**config.mk**
```make
export PLATFORM = sky130hd
export DESIGN_NAME = allele_pair_key_encoder
export DESIGN_NICKNAME = d
export VERILOG_FILES = /design/src/rtl/core/apke_pkg.sv /design/src/rtl/core/apke_ctrl.sv /design/src/rtl/core/apke_dpath.sv /design/src/rtl/core/allele_pair_key_encoder.sv
export SDC_FILE = /design/constraint.sdc
export NUM_CORES = 2
export LEC_CHECK = 0
export ABC_AREA = 1
export BUFFER_PORTS_ARGS = -buffer_cell sky130_fd_sc_hd__buf_2
export CAP_MARGIN = 20
export CORE_UTILIZATION = 50
export CTS_CLUSTER_DIAMETER = 200
export DETAILED_ROUTE_END_ITERATION = 10
export PLACE_DENSITY = 0.7
export SLEW_MARGIN = 40
export SYNTH_ARGS = -nofsm -noshare
export SYNTH_HDL_FRONTEND = slang
export SYNTH_SLANG_ARGS = --single-unit
export TNS_END_PERCENT = 1
```
**constraint.sdc**
```tcl
create_clock -name clk -period 9.8 [get_ports clk]
set_input_delay 1.96 -clock clk [delete_from_list [all_inputs] [get_ports clk]]
set_output_delay 1.96 -clock clk [all_outputs]
set_load 0.02 [all_outputs]
```
**src/rtl/core/apke_pkg.sv**
```systemverilog
// shared types, constants and helper functions of the allele pair key encoder
`default_nettype none

package apke_pkg;

  // item kinds carried on tuser
  localparam logic [1:0] KIND_REF = 2'd0;
  localparam logic [1:0] KIND_ALT = 2'd1;
  localparam logic [1:0] KIND_END = 2'd2;

  // hash constants
  localparam logic [31:0] MIX_C1    = 32'hcc9e2d51;
  localparam logic [31:0] MIX_C2    = 32'h1b873593;
  localparam logic [31:0] MIX_ADD   = 32'he6546b64;
  localparam logic [31:0] FIN_C1    = 32'h85ebca6b;
  localparam logic [31:0] FIN_C2    = 32'hc2b2ae35;
  localparam logic [31:0] SEPARATOR = 32'h00000003;

  localparam logic [4:0] REV_MAX_LETTERS = 5'd11;
  localparam logic [4:0] PACK_TOP_SHIFT  = 5'd20;
  localparam logic [2:0] BLOCK_LETTERS   = 3'd6;
  localparam logic [3:0] COUNT_SAT       = 4'd12;

  // multiplier operations
  localparam logic [2:0] MUL_NONE = 3'd0;
  localparam logic [2:0] MUL_K1   = 3'd1;
  localparam logic [2:0] MUL_K2   = 3'd2;
  localparam logic [2:0] MUL_F1   = 3'd3;
  localparam logic [2:0] MUL_F2   = 3'd4;

  // which mix is running
  localparam logic [1:0] MIX_BLK = 2'd0;
  localparam logic [1:0] MIX_SEP = 2'd1;
  localparam logic [1:0] MIX_ALT = 2'd2;

  typedef struct packed {
    logic       load_item;
    logic [2:0] mul_op;
    logic [1:0] mix_sel;
    logic       mix_wr;
    logic       blk_clr;
    logic       set_alt;
    logic       take_letter;
    logic       emit_rev;
    logic       emit_hash;
    logic       clear_all;
  } apke_cmd_t;

  typedef struct packed {
    logic [1:0] kind;
    logic       char_zero;
    logic       in_alt;
    logic       fill_nz;
    logic       fill_full;
    logic       rev_ok;
    logic       out_free;
  } apke_sts_t;

  // 2-bit base code, 4 for anything that is not a/c/g/t
  function automatic logic [2:0] base_code(input logic [7:0] c);
    logic [2:0] b;
    case (c) inside
      8'h41, 8'h61: b = 3'd0;
      8'h43, 8'h63: b = 3'd1;
      8'h47, 8'h67: b = 3'd2;
      8'h54, 8'h74: b = 3'd3;
      default:      b = 3'd4;
    endcase
    return b;
  endfunction

  // upper-cased letter minus 64, '*' as '[', wrapped to 32 bits
  function automatic logic [31:0] letter_value(input logic [7:0] c);
    logic [7:0] u;
    logic [8:0] d;
    u = c;
    if (c >= 8'h61 && c <= 8'h7a) u = c - 8'd32;
    if (u == 8'h2a) u = 8'h5b;
    d = {1'b0, u} - 9'd64;
    return {{23{d[8]}}, d};
  endfunction

  // slot position of a letter inside the block word
  function automatic logic [4:0] blk_shift(input logic [2:0] fill);
    logic [4:0] s;
    case (fill)
      3'd0:    s = 5'd26;
      3'd1:    s = 5'd21;
      3'd2:    s = 5'd16;
      3'd3:    s = 5'd11;
      3'd4:    s = 5'd6;
      default: s = 5'd1;
    endcase
    return s;
  endfunction

endpackage

`default_nettype wire

```
**src/rtl/core/apke_ctrl.sv**
```systemverilog
// sequencing state machine of the allele pair key encoder
`default_nettype none

module apke_ctrl (
  input  wire                 clk,
  input  wire                 rst_n,
  input  wire                 in_valid,
  output logic                in_ready,
  input  wire apke_pkg::apke_sts_t sts,
  output apke_pkg::apke_cmd_t cmd
);

  localparam logic [3:0] S_IDLE   = 4'd0;
  localparam logic [3:0] S_DISP   = 4'd1;
  localparam logic [3:0] S_LETTER = 4'd2;
  localparam logic [3:0] S_LCHK   = 4'd3;
  localparam logic [3:0] S_MIX1   = 4'd4;
  localparam logic [3:0] S_MIX2   = 4'd5;
  localparam logic [3:0] S_MIX3   = 4'd6;
  localparam logic [3:0] S_FIN1   = 4'd7;
  localparam logic [3:0] S_FIN2   = 4'd8;
  localparam logic [3:0] S_FIN3   = 4'd9;
  localparam logic [3:0] S_REV    = 4'd10;

  // what follows a block mix
  localparam logic [1:0] CTX_SWITCH = 2'd0;
  localparam logic [1:0] CTX_FULL   = 2'd1;
  localparam logic [1:0] CTX_END    = 2'd2;

  logic [3:0] state_r, state_nxt;
  logic [1:0] mix_sel_r, mix_sel_nxt;
  logic [1:0] ctx_r, ctx_nxt;

  assign in_ready = (state_r == S_IDLE);

  always_comb begin
    state_nxt   = state_r;
    mix_sel_nxt = mix_sel_r;
    ctx_nxt     = ctx_r;
    cmd         = '0;
    cmd.mix_sel = mix_sel_r;
    unique case (state_r)
      S_IDLE: begin
        cmd.load_item = in_valid;
        if (in_valid) state_nxt = S_DISP;
      end
      S_DISP: begin
        if (sts.kind == apke_pkg::KIND_END) begin
          if (sts.rev_ok) begin
            state_nxt = S_REV;
          end else if (sts.fill_nz) begin
            mix_sel_nxt = apke_pkg::MIX_BLK;
            ctx_nxt     = CTX_END;
            state_nxt   = S_MIX1;
          end else begin
            mix_sel_nxt = apke_pkg::MIX_SEP;
            state_nxt   = S_MIX1;
          end
        end else if (!(sts.kind == apke_pkg::KIND_REF || sts.kind == apke_pkg::KIND_ALT) ||
                     sts.char_zero ||
                     (sts.kind == apke_pkg::KIND_REF && sts.in_alt)) begin
          state_nxt = S_IDLE;
        end else if (sts.kind == apke_pkg::KIND_ALT && !sts.in_alt) begin
          if (sts.fill_nz) begin
            mix_sel_nxt = apke_pkg::MIX_BLK;
            ctx_nxt     = CTX_SWITCH;
            state_nxt   = S_MIX1;
          end else begin
            cmd.set_alt = 1'b1;
            state_nxt   = S_LETTER;
          end
        end else begin
          state_nxt = S_LETTER;
        end
      end
      S_LETTER: begin
        cmd.take_letter = 1'b1;
        state_nxt       = S_LCHK;
      end
      S_LCHK: begin
        if (sts.fill_full) begin
          mix_sel_nxt = apke_pkg::MIX_BLK;
          ctx_nxt     = CTX_FULL;
          state_nxt   = S_MIX1;
        end else begin
          state_nxt = S_IDLE;
        end
      end
      S_MIX1: begin
        cmd.mul_op = apke_pkg::MUL_K1;
        state_nxt  = S_MIX2;
      end
      S_MIX2: begin
        cmd.mul_op = apke_pkg::MUL_K2;
        state_nxt  = S_MIX3;
      end
      S_MIX3: begin
        cmd.mix_wr = 1'b1;
        case (mix_sel_r)
          apke_pkg::MIX_BLK: begin
            cmd.blk_clr = 1'b1;
            case (ctx_r)
              CTX_SWITCH: begin
                cmd.set_alt = 1'b1;
                state_nxt   = S_LETTER;
              end
              CTX_FULL: state_nxt = S_IDLE;
              default: begin
                mix_sel_nxt = apke_pkg::MIX_SEP;
                state_nxt   = S_MIX1;
              end
            endcase
          end
          apke_pkg::MIX_SEP: begin
            mix_sel_nxt = apke_pkg::MIX_ALT;
            state_nxt   = S_MIX1;
          end
          default: state_nxt = S_FIN1;
        endcase
      end
      S_FIN1: begin
        cmd.mul_op = apke_pkg::MUL_F1;
        state_nxt  = S_FIN2;
      end
      S_FIN2: begin
        cmd.mul_op = apke_pkg::MUL_F2;
        state_nxt  = S_FIN3;
      end
      S_FIN3: begin
        if (sts.out_free) begin
          cmd.emit_hash = 1'b1;
          cmd.clear_all = 1'b1;
          state_nxt     = S_IDLE;
        end
      end
      S_REV: begin
        if (sts.out_free) begin
          cmd.emit_rev  = 1'b1;
          cmd.clear_all = 1'b1;
          state_nxt     = S_IDLE;
        end
      end
      default: state_nxt = S_IDLE;
    endcase
  end

  always_ff @(posedge clk) begin
    if (!rst_n) begin
      state_r   <= S_IDLE;
      mix_sel_r <= apke_pkg::MIX_BLK;
      ctx_r     <= CTX_FULL;
    end else begin
      state_r   <= state_nxt;
      mix_sel_r <= mix_sel_nxt;
      ctx_r     <= ctx_nxt;
    end
  end

endmodule

`default_nettype wire

```
**src/rtl/core/apke_dpath.sv**
```systemverilog
// datapath of the allele pair key encoder: accumulators, packer, multiplier, output register
`default_nettype none

module apke_dpath (
  input  wire                 clk,
  input  wire                 rst_n,
  input  wire [1:0]           in_kind,
  input  wire [7:0]           in_char,
  input  wire apke_pkg::apke_cmd_t cmd,
  output apke_pkg::apke_sts_t sts,
  input  wire                 out_ready,
  output logic                out_valid,
  output logic [30:0]         out_code
);

  logic [1:0]  kind_r;
  logic [7:0]  char_r;
  logic [31:0] ref_acc_r, ref_acc_nxt;
  logic [31:0] alt_acc_r, alt_acc_nxt;
  logic [31:0] blk_r, blk_nxt;
  logic [2:0]  fill_r, fill_nxt;
  logic [3:0]  ref_cnt_r, ref_cnt_nxt;
  logic [3:0]  alt_cnt_r, alt_cnt_nxt;
  logic [21:0] packed_r, packed_nxt;
  logic        acgt_r, acgt_nxt;
  logic        in_alt_r, in_alt_nxt;
  logic [31:0] mul_r, mul_nxt;
  logic [31:0] h_r, h_nxt;
  logic        out_valid_r, out_valid_nxt;
  logic [30:0] out_code_r, out_code_nxt;

  logic [4:0]  total;
  logic [2:0]  bcode;
  logic [4:0]  pack_sh;
  logic [31:0] mul_a, mul_b, prod;
  logic [31:0] mix_h, mix_x, mix_rot, mix_res;
  logic [31:0] fin_x;

  assign total = {1'b0, ref_cnt_r} + {1'b0, alt_cnt_r};
  assign bcode = apke_pkg::base_code(char_r);
  assign pack_sh = apke_pkg::PACK_TOP_SHIFT - {total[3:0], 1'b0};

  // shared 32-bit multiplier, low half kept
  always_comb begin
    case (cmd.mul_op)
      apke_pkg::MUL_K1: begin
        case (cmd.mix_sel)
          apke_pkg::MIX_BLK: mul_a = blk_r;
          apke_pkg::MIX_SEP: mul_a = apke_pkg::SEPARATOR;
          default:           mul_a = alt_acc_r;
        endcase
        mul_b = apke_pkg::MIX_C1;
      end
      apke_pkg::MUL_K2: begin
        mul_a = {mul_r[16:0], mul_r[31:17]};
        mul_b = apke_pkg::MIX_C2;
      end
      apke_pkg::MUL_F1: begin
        mul_a = h_r ^ (h_r >> 16);
        mul_b = apke_pkg::FIN_C1;
      end
      apke_pkg::MUL_F2: begin
        mul_a = mul_r ^ (mul_r >> 13);
        mul_b = apke_pkg::FIN_C2;
      end
      default: begin
        mul_a = '0;
        mul_b = '0;
      end
    endcase
  end

  assign prod = mul_a * mul_b;

  // last step of a mix: xor, rotate by 13, times 5 plus constant
  always_comb begin
    case (cmd.mix_sel)
      apke_pkg::MIX_BLK: mix_h = in_alt_r ? alt_acc_r : ref_acc_r;
      apke_pkg::MIX_SEP: mix_h = ref_acc_r;
      default:           mix_h = h_r;
    endcase
  end

  assign mix_x   = mix_h ^ mul_r;
  assign mix_rot = {mix_x[18:0], mix_x[31:19]};
  assign mix_res = (mix_rot << 2) + mix_rot + apke_pkg::MIX_ADD;
  assign fin_x   = mul_r ^ (mul_r >> 16);

  always_comb begin
    ref_acc_nxt   = ref_acc_r;
    alt_acc_nxt   = alt_acc_r;
    blk_nxt       = blk_r;
    fill_nxt      = fill_r;
    ref_cnt_nxt   = ref_cnt_r;
    alt_cnt_nxt   = alt_cnt_r;
    packed_nxt    = packed_r;
    acgt_nxt      = acgt_r;
    in_alt_nxt    = in_alt_r;
    h_nxt         = h_r;
    out_code_nxt  = out_code_r;
    mul_nxt       = (cmd.mul_op != apke_pkg::MUL_NONE) ? prod : mul_r;
    out_valid_nxt = out_valid_r && !out_ready;

    if (cmd.take_letter) begin
      if (bcode[2]) begin
        acgt_nxt = 1'b0;
      end else if (total < apke_pkg::REV_MAX_LETTERS) begin
        packed_nxt = packed_r | (22'(bcode[1:0]) << pack_sh);
      end
      if (in_alt_r) begin
        if (alt_cnt_r < apke_pkg::COUNT_SAT) alt_cnt_nxt = alt_cnt_r + 4'd1;
      end else begin
        if (ref_cnt_r < apke_pkg::COUNT_SAT) ref_cnt_nxt = ref_cnt_r + 4'd1;
      end
      blk_nxt  = blk_r | (apke_pkg::letter_value(char_r) << apke_pkg::blk_shift(fill_r));
      fill_nxt = fill_r + 3'd1;
    end

    if (cmd.mix_wr) begin
      case (cmd.mix_sel)
        apke_pkg::MIX_BLK: begin
          if (in_alt_r) alt_acc_nxt = mix_res;
          else          ref_acc_nxt = mix_res;
        end
        default: h_nxt = mix_res;
      endcase
    end

    if (cmd.blk_clr) begin
      blk_nxt  = '0;
      fill_nxt = '0;
    end
    if (cmd.set_alt) in_alt_nxt = 1'b1;

    if (cmd.emit_rev) begin
      out_code_nxt  = {ref_cnt_r, alt_cnt_r, packed_r, 1'b0};
      out_valid_nxt = 1'b1;
    end
    if (cmd.emit_hash) begin
      out_code_nxt  = {fin_x[31:2], 1'b1};
      out_valid_nxt = 1'b1;
    end

    if (cmd.clear_all) begin
      ref_acc_nxt = '0;
      alt_acc_nxt = '0;
      blk_nxt     = '0;
      fill_nxt    = '0;
      ref_cnt_nxt = '0;
      alt_cnt_nxt = '0;
      packed_nxt  = '0;
      acgt_nxt    = 1'b1;
      in_alt_nxt  = 1'b0;
    end
  end

  always_ff @(posedge clk) begin
    if (!rst_n) begin
      ref_acc_r   <= '0;
      alt_acc_r   <= '0;
      blk_r       <= '0;
      fill_r      <= '0;
      ref_cnt_r   <= '0;
      alt_cnt_r   <= '0;
      packed_r    <= '0;
      acgt_r      <= 1'b1;
      in_alt_r    <= 1'b0;
      out_valid_r <= 1'b0;
    end else begin
      ref_acc_r   <= ref_acc_nxt;
      alt_acc_r   <= alt_acc_nxt;
      blk_r       <= blk_nxt;
      fill_r      <= fill_nxt;
      ref_cnt_r   <= ref_cnt_nxt;
      alt_cnt_r   <= alt_cnt_nxt;
      packed_r    <= packed_nxt;
      acgt_r      <= acgt_nxt;
      in_alt_r    <= in_alt_nxt;
      out_valid_r <= out_valid_nxt;
    end
  end

  always_ff @(posedge clk) begin
    if (cmd.load_item) begin
      kind_r <= in_kind;
      char_r <= in_char;
    end
    mul_r      <= mul_nxt;
    h_r        <= h_nxt;
    out_code_r <= out_code_nxt;
  end

  assign sts.kind      = kind_r;
  assign sts.char_zero = (char_r == 8'd0);
  assign sts.in_alt    = in_alt_r;
  assign sts.fill_nz   = (fill_r != 3'd0);
  assign sts.fill_full = (fill_r == apke_pkg::BLOCK_LETTERS);
  assign sts.rev_ok    = acgt_r && (total <= apke_pkg::REV_MAX_LETTERS) && (total != 5'd0);
  assign sts.out_free  = !out_valid_r || out_ready;

  assign out_valid = out_valid_r;
  assign out_code  = out_code_r;

endmodule

`default_nettype wire

```
**src/rtl/core/allele_pair_key_encoder.sv**
```systemverilog
// allele pair key encoder: allele characters in, one 31-bit pair code out per end request
// input stream: one request per character; in_tuser is the kind (reference letter,
//   alternate letter, end of pair), in_tdata the ascii character
// output stream: one request per end, out_tdata[30:0] is the code; bit 0 clear marks a
//   reversible code (lengths plus 2-bit bases), bit 0 set a hashed code
// in_tready is high only while the sequencer is idle; each request is taken one at a time
// a letter passes the dispatch, letter and check states; a mix on the multiplier runs
//   when it fills a six-letter block or the first alt letter closes the reference block
// an end request reaches the output register through the REV state for a reversible
//   code, and for a hashed one through an optional block flush, two mixes and two
//   finalizer multiplies, all on the single shared 32-bit multiplier
// a new input request is taken while a code waits in the output register; only the next
//   end request holds in its last step until out_tready frees that register
// reset clears the sequencer, all accumulators and counters and drops out_tvalid
`default_nettype none

module allele_pair_key_encoder (
  input  wire         clk,
  input  wire         rst_n,
  input  wire         in_tvalid,
  output logic        in_tready,
  input  wire  [7:0]  in_tdata,   // base_char[7:0]
  input  wire  [1:0]  in_tuser,   // kind[1:0]
  output logic        out_tvalid,
  input  wire         out_tready,
  output logic [31:0] out_tdata   // refalt_code[30:0], zero pad [31]
);

  apke_pkg::apke_cmd_t cmd;
  apke_pkg::apke_sts_t sts;
  logic [30:0]         code;

  // state machine: decides what each request needs and steps the mixes
  apke_ctrl u_ctrl (
    .clk      (clk),
    .rst_n    (rst_n),
    .in_valid (in_tvalid),
    .in_ready (in_tready),
    .sts      (sts),
    .cmd      (cmd)
  );

  // datapath: letter packing, block word, accumulators, multiplier, output register
  apke_dpath u_dpath (
    .clk       (clk),
    .rst_n     (rst_n),
    .in_kind   (in_tuser),
    .in_char   (in_tdata),
    .cmd       (cmd),
    .sts       (sts),
    .out_ready (out_tready),
    .out_valid (out_tvalid),
    .out_code  (code)
  );

  assign out_tdata = {1'b0, code};

endmodule

`default_nettype wire

```
### Word-level counts from Yosys, hierarchy flattened

Index checks and enable logic that the tools add are counted.

* add/sub/neg operators: 9
* $mul: 1
* divide/modulo/power cells: 0
* magnitude comparators: 6
* equality and inequality tests: 43
* shifts and indexed selects: 2
* mux-type cells: 61
* bitwise logic cells: 10
* reduce and logical (&&, ||, !) cells: 44

Operators with widths (number)
* 32-bit one-hot mux with 4 select lines: 2
* 32-bit one-hot mux with 2 select lines: 2
* 8-bit by 7-bit == test with 1-bit output, second input constant: 8
* 32-bit by 16-bit bitwise XOR with 32-bit output: 2
* 31-bit 2-to-1 mux: 2
* 4-bit one-hot mux with 10 select lines: 1
* 32-bit adder: 1
* 32-bit adder, second input constant: 1
* 32-bit by 32-bit multiplier with 32-bit output: 1
* 32-bit 2-to-1 mux: 1
* 8-bit 2-to-1 mux: 4
* 32-bit bitwise OR: 1
* 32-bit by 5-bit left shift with 32-bit output: 1
* 32-bit by 19-bit bitwise XOR with 32-bit output: 1
* 32-bit bitwise XOR: 1
* 2-bit 2-to-1 mux: 14
* 5-bit one-hot mux with 5 select lines: 1
* 4-bit 2-to-1 mux: 6
* 22-bit bitwise OR: 1
* 2-bit by 5-bit left shift with 22-bit output: 1
* 3-bit 2-to-1 mux: 6
* 4-bit by 3-bit == test with 1-bit output, second input constant: 4
* 3-bit AND reduction: 5
* 2-bit OR reduction: 7
* other kinds (48): 102

* flip-flop bits (word level): 245
* bits in latches: 0
* bits in writable memories: 0
* memory bits (read-only): 0
* input port bits: 14
* output and inout port bits: 34
* logic and storage cells: 195
* memories: 0

### Logic depth before layout (Yosys ltp)

* word-level depth: 10
* mapped depth: 42
* depth with buffers taken out: 41

### By module

From an unflattened synthesis, not the netlist that was laid out.

* cell total of the unflattened synthesis: 3723
* area total of the unflattened synthesis: 29797.3 um^2

By module, submodules not included
* apke_dpath: instances 1, cells an instance 3588, area an instance 29034.1 um^2, seq. area each 5785.5 um^2
* apke_ctrl: instances 1, cells an instance 133, area an instance 752.0 um^2, seq. area each 160.2 um^2
* allele_pair_key_encoder: instances 1, cells an instance 2, area an instance 11.3 um^2, seq. area each 0.0 um^2

### Worst setup path after synthesis

OpenSTA, ideal clock, no wires.

* path kind: register to register
* from: register u_ctrl.state_r[3]
* to: register u_dpath.mul_r[30] (data pin)
* setup time: 0.265 ns
* data arrival time: 7.449 ns
* data required time: 9.535 ns
* slack: 2.086 ns
* stages on the path, launching flop included: 34
* path buffers: 1
* clock period less this slack: 7.714 ns
* path through: dfxtp_1 inv_2 nor2_2 nand2_1 clkbuf_1 nor3b_1 nor2_1 inv_1 nor2_1 inv_1 nand2_1 fa_1 inv_1 fa_1 fa_1 inv_1 fa_1 fa_1 inv_1 fa_1 fa_1 inv_1 fa_1 inv_1 ha_1 nand2_1 nor4_1 nand4_1 nand3_1 nand3_1 nand2_1 a31oi_1 o21ai_0 xor2_1

* longest elaborated chain between the ends: 5
* elaborated cells between the ends (all ways): 12
* those cells by class: mul: 1; eq/ne: 8; mux: 3

Ends and longest elaborated chain
* start, declared: line apke_ctrl.sv:30 `logic [3:0] state_r, state_nxt;`
* start signal, assigned: line apke_ctrl.sv:153 `state_r <= state_nxt;`
* 4-bit == test / 4-bit by 3-bit == test with 1-bit output (equally long branches): line apke_ctrl.sv:42 `unique case (state_r)`
* 3-bit one-hot mux with 4 select lines (*): line apke_ctrl.sv:42
* 3-bit == test, or another cell as far along: line apke_dpath.sv:45 `case (cmd.mul_op)`
* 32-bit one-hot mux with 4 select lines: line apke_dpath.sv:45
* 32-bit by 32-bit multiplier with 32-bit output (*): line apke_dpath.sv:73 `assign prod = mul_a * mul_b;`
* net u_dpath.prod[30]: line apke_dpath.sv:35 `logic [31:0] mul_a, mul_b, prod;`
* end signal, assigned: line apke_dpath.sv:188 `mul_r <= mul_nxt;`
* end, declared: line apke_dpath.sv:27 `logic [31:0] mul_r, mul_nxt;`

The timed path passes the listed nets; every way through them passes the cells marked *.
A chain may end at the register's enable or synchronous reset.

### Worst setup path after layout

* from: register u_dpath.mul_r[24]
* to: register u_dpath.mul_r[30] (data pin)

* longest elaborated chain between the ends: 3

Ends and longest elaborated chain
* 32-bit by 19-bit bitwise XOR with 32-bit output: line apke_dpath.sv:63 `mul_a = mul_r ^ (mul_r >> 13);`
* 32-bit one-hot mux with 4 select lines (*): line apke_dpath.sv:45
* 32-bit by 32-bit multiplier with 32-bit output (*): line apke_dpath.sv:73
* net u_dpath.prod[30]: line apke_dpath.sv:35

Marked as above.

==> run summary <==
Ys Warns -> 0
syn nets -> 4265
pwr/cell area -> 198 nW/um^2
Hold Crit Start -> u_dpath.blk_r[0]$_SDFFE_PP0P_
Post-synth EDFFs -> 104
Clock Skew -> 13.9 ps
routed len/inst -> 22.5 um
Async SR Flop Fraction -> 0%
final setup fails -> 0
Die ar. -> 59300 sq um
Synth area leader -> fa_1
# fillers -> 5503
Initial Utilization -> 50.6%
Mapped Area -> 29200 sq um
Worst R2R Path Depth -> 30
# H-tree levels -> 1
Yosys cell types -> 52
reg2reg setup slack -> 940 ps
worst skew pair latency -> 610 ps
cts repair resizes -> 0
relative slew slack -> 40.9%
width of the die -> 244 um
root buffer cell -> clkbuf_16
via/cell ratio -> 5.49
Final Hold Viols -> 0
LEAKAGE -> 16.4 nW
r2r startpoint -> u_dpath.mul_r[24]$_DFFE_PP_
sum of buffers and inverters on the critical path -> 7
first-pass GRT wire length -> 151000 um
Slowest cell on crit path -> edfxtp_1
most used cell, CP -> fa_1
Sw Ratio -> 49.1%
Clock Power Share -> 19.9%
CP arrival -> 9220 ps
# nets final -> 4296
CTS Hold Bufs -> 0
Peak VDD IR -> 179 uV
commonest cells after routing, fill and taps aside -> inv_1, nand2_1, fa_1, a21oi_1, nor2_1
combinational power share -> 57.4%
Antenna Nets Post-Route -> 0
number of global-route vias before repair -> 24100
Rows -> 88
status -> finished clean
register area share after synthesis -> 20.4%
layout cells sized above 1 -> 5.64%
DRC errors left -> 0
critical path's largest stage delay -> 760 ps
via count -> 24600
switching power -> 3.05 mW
Max Root-Sink Buffers -> 3
fmax -> 113 MHz
register share of total power -> 22.7%
top post-synthesis cells by area -> fa_1, inv_1, edfxtp_1
Tot GR Track Use -> 34.6%
count of pins over their slew limit -> 0
Req. time, crit path -> 10160 ps
Internal Power -> 3.17 mW
Min Clock Period, post-route -> 8860 ps
Syn-to-layout area delta -> 7.69%
CP endpoint kind -> register
Startpoint Class -> register
leading cell type in the layout, fill and taps excluded -> inv_1
hold depth -> 2
1st-iter DRT viols -> 2889
setup TNS -> 0 ps
initial antenna violation count -> 6
CTS buffer count -> 31
largest net degree at the start of global routing -> 81
Final HPWL DP -> 85300 um
die height -> 244 um
CP max FO -> 6
register bit total from synthesis -> 245
Hold EP -> u_dpath.blk_r[0]$_SDFFE_PP0P_
Least-Margin Pin Slew -> 887 ps
Synth top area share -> 27.9%
io pins -> 48
Setup Buffers After CTS -> 0
worst r2r dst -> u_dpath.mul_r[30]$_DFFE_PP_
core outline area -> 57700 sq um
RD Place Congestion -> 1.09
grt total ovfl -> 0
CTS tree -> yes
RSZ-0062 raised after global routing -> false
First-pass DRT Iterations -> 7
TritonCTS Sinks -> 245
Top FF cell, synth -> dfxtp_1
HP Class -> register to register
Synth Area per Inst -> 8.00 sq um
Max Cap Viol -> 0
WL final -> 101000 um
Setup CP Type -> register to register
Core Util, Final -> 54.5%
Clk pin slew, worst setup/hold paths -> 60 ps
cell family with most CP delay -> adder cells
port buffer count -> 46
Min Hold Slack -> 449 ps
Final Cycle Share -> 90.4%
Post-Syn Instances -> 3648
worst min-delay path: cells and delay by family, from the launching register on:
kind	cells	cell delay (ps)
DFF	1	320
buffers and inverters	1	50
and+or+nand+nor	1	40
through the flow:
step	worst slack (ps)	instance area (sq um)	power, mW	cells
2_1_floorplan	2090	29200	3.83	3648
3_3_place_gp	1120	30300	4.87	4409
3_5_place_dp	1100	30300	4.89	4411
4_1_cts	1060	31400	6.13	4469
5_1_grt	545	31400	6.62	4469
6_report	942	31400	6.22	4470
final cells by class:
| cell class | instances | area, sq um | share of cell area (%) |
|---|---|---|---|
| Inverter | 1053 | 3960 | 12.6 |
| Antenna cell | 1 | 2.50 | 0.00796 |
| Multi-Input combinational cell | 2266 | 18900 | 60.2 |
| Sequential cell | 245 | 5950 | 18.9 |
| Clock inverter | 19 | 230 | 0.733 |
| Tap cell | 765 | 957 | 3.05 |
| Timing Repair Buffer | 82 | 544 | 1.73 |
| Clock buffer | 39 | 857 | 2.73 |
layer usage:
metal  track usage (%)  up-vias  wire, um
met3              8.91      320     11600
met4              18.7        8      7040
met2              50.5     1333     41600
met1              46.8    11800     40400
met5             0.490        -        76
li1                  -    11100         -
synthesized netlist by cell type (8+ instances only):
library cell / instances
inv_1: 1028
nand2_1: 547
fa_1: 407
a21oi_1: 231
nor2_1: 224
ha_1: 196
o21ai_0: 171
dfxtp_1: 141
nand3_1: 125
edfxtp_1: 104
xor2_1: 93
clkbuf_1: 47
o22ai_1: 45
xnor2_1: 45
nor3_1: 20
inv_2: 19
o211ai_1: 18
nand4_1: 17
o221ai_1: 16
buf_1: 15
buf_2: 15
nand2_2: 15
nor2_2: 15
a31oi_1: 9
o21a_1: 9
nor4_1: 8
worst max-delay path by stage:
stage,from,to,cells after the start
floorplan,u_ctrl.state_r[3]$_SDFFE_PN0P_,u_dpath.mul_r[30]$_DFFE_PP_,33
global placement,u_dpath.mul_r[24]$_DFFE_PP_,u_dpath.mul_r[28]$_DFFE_PP_,30
detailed placement,u_dpath.mul_r[24]$_DFFE_PP_,u_dpath.mul_r[28]$_DFFE_PP_,30
CTS,u_dpath.mul_r[24]$_DFFE_PP_,u_dpath.mul_r[28]$_DFFE_PP_,30
global route,u_ctrl.state_r[1]$_SDFFE_PN0P_,u_dpath.mul_r[28]$_DFFE_PP_,32
finish,u_dpath.mul_r[24]$_DFFE_PP_,u_dpath.mul_r[30]$_DFFE_PP_,30
power by group through the flow:
| stage | Clock (mW) | Sequential (mW) | Combinational, mW |
|---|---|---|---|
| after CTS | 1.24 | 1.40 | 3.49 |
| after floorplan | 0 | 1.36 | 2.47 |
| after global routing | 1.28 | 1.41 | 3.93 |
| final | 1.24 | 1.41 | 3.57 |
| after detailed placement | 0 | 1.42 | 3.47 |
| after global placement | 0 | 1.42 | 3.45 |
logic make-up (layout without fill, tap and decap cells):
family | after synthesis | count (layout) | synth area share (%)
flip-flops | 245 | 245 | 20.4
XOR/XNOR | 139 | 139 | 4.20
buffers and inverters | 1137 | 1193 | 14.8
AO/OA/AOI/OAI | 535 | 535 | 10.1
adder cells (fa/ha/maj) | 603 | 603 | 36.3
other | 1 | 2 | 0.0128
AND/OR/NAND/NOR | 988 | 988 | 14.1
registers in the layout (all words and copies together), names as in the netlist, 2 cells and up:
register and flops:
u_dpath.ref_acc_r 32, u_ctrl.state_r 4, u_ctrl.ctx_r 2, u_dpath.fill_r 3, u_ctrl.mix_sel_r 2, u_dpath.kind_r 2
u_dpath.packed_r 22, u_dpath.ref_cnt_r 4, u_dpath.alt_acc_r 32, u_dpath.char_r 8, u_dpath.mul_r 32, u_dpath.blk_r 32
u_dpath.alt_cnt_r 4, u_dpath.h_r 32, u_dpath.out_code 31
No activity file was read; power rests on OpenSTA's default activity.
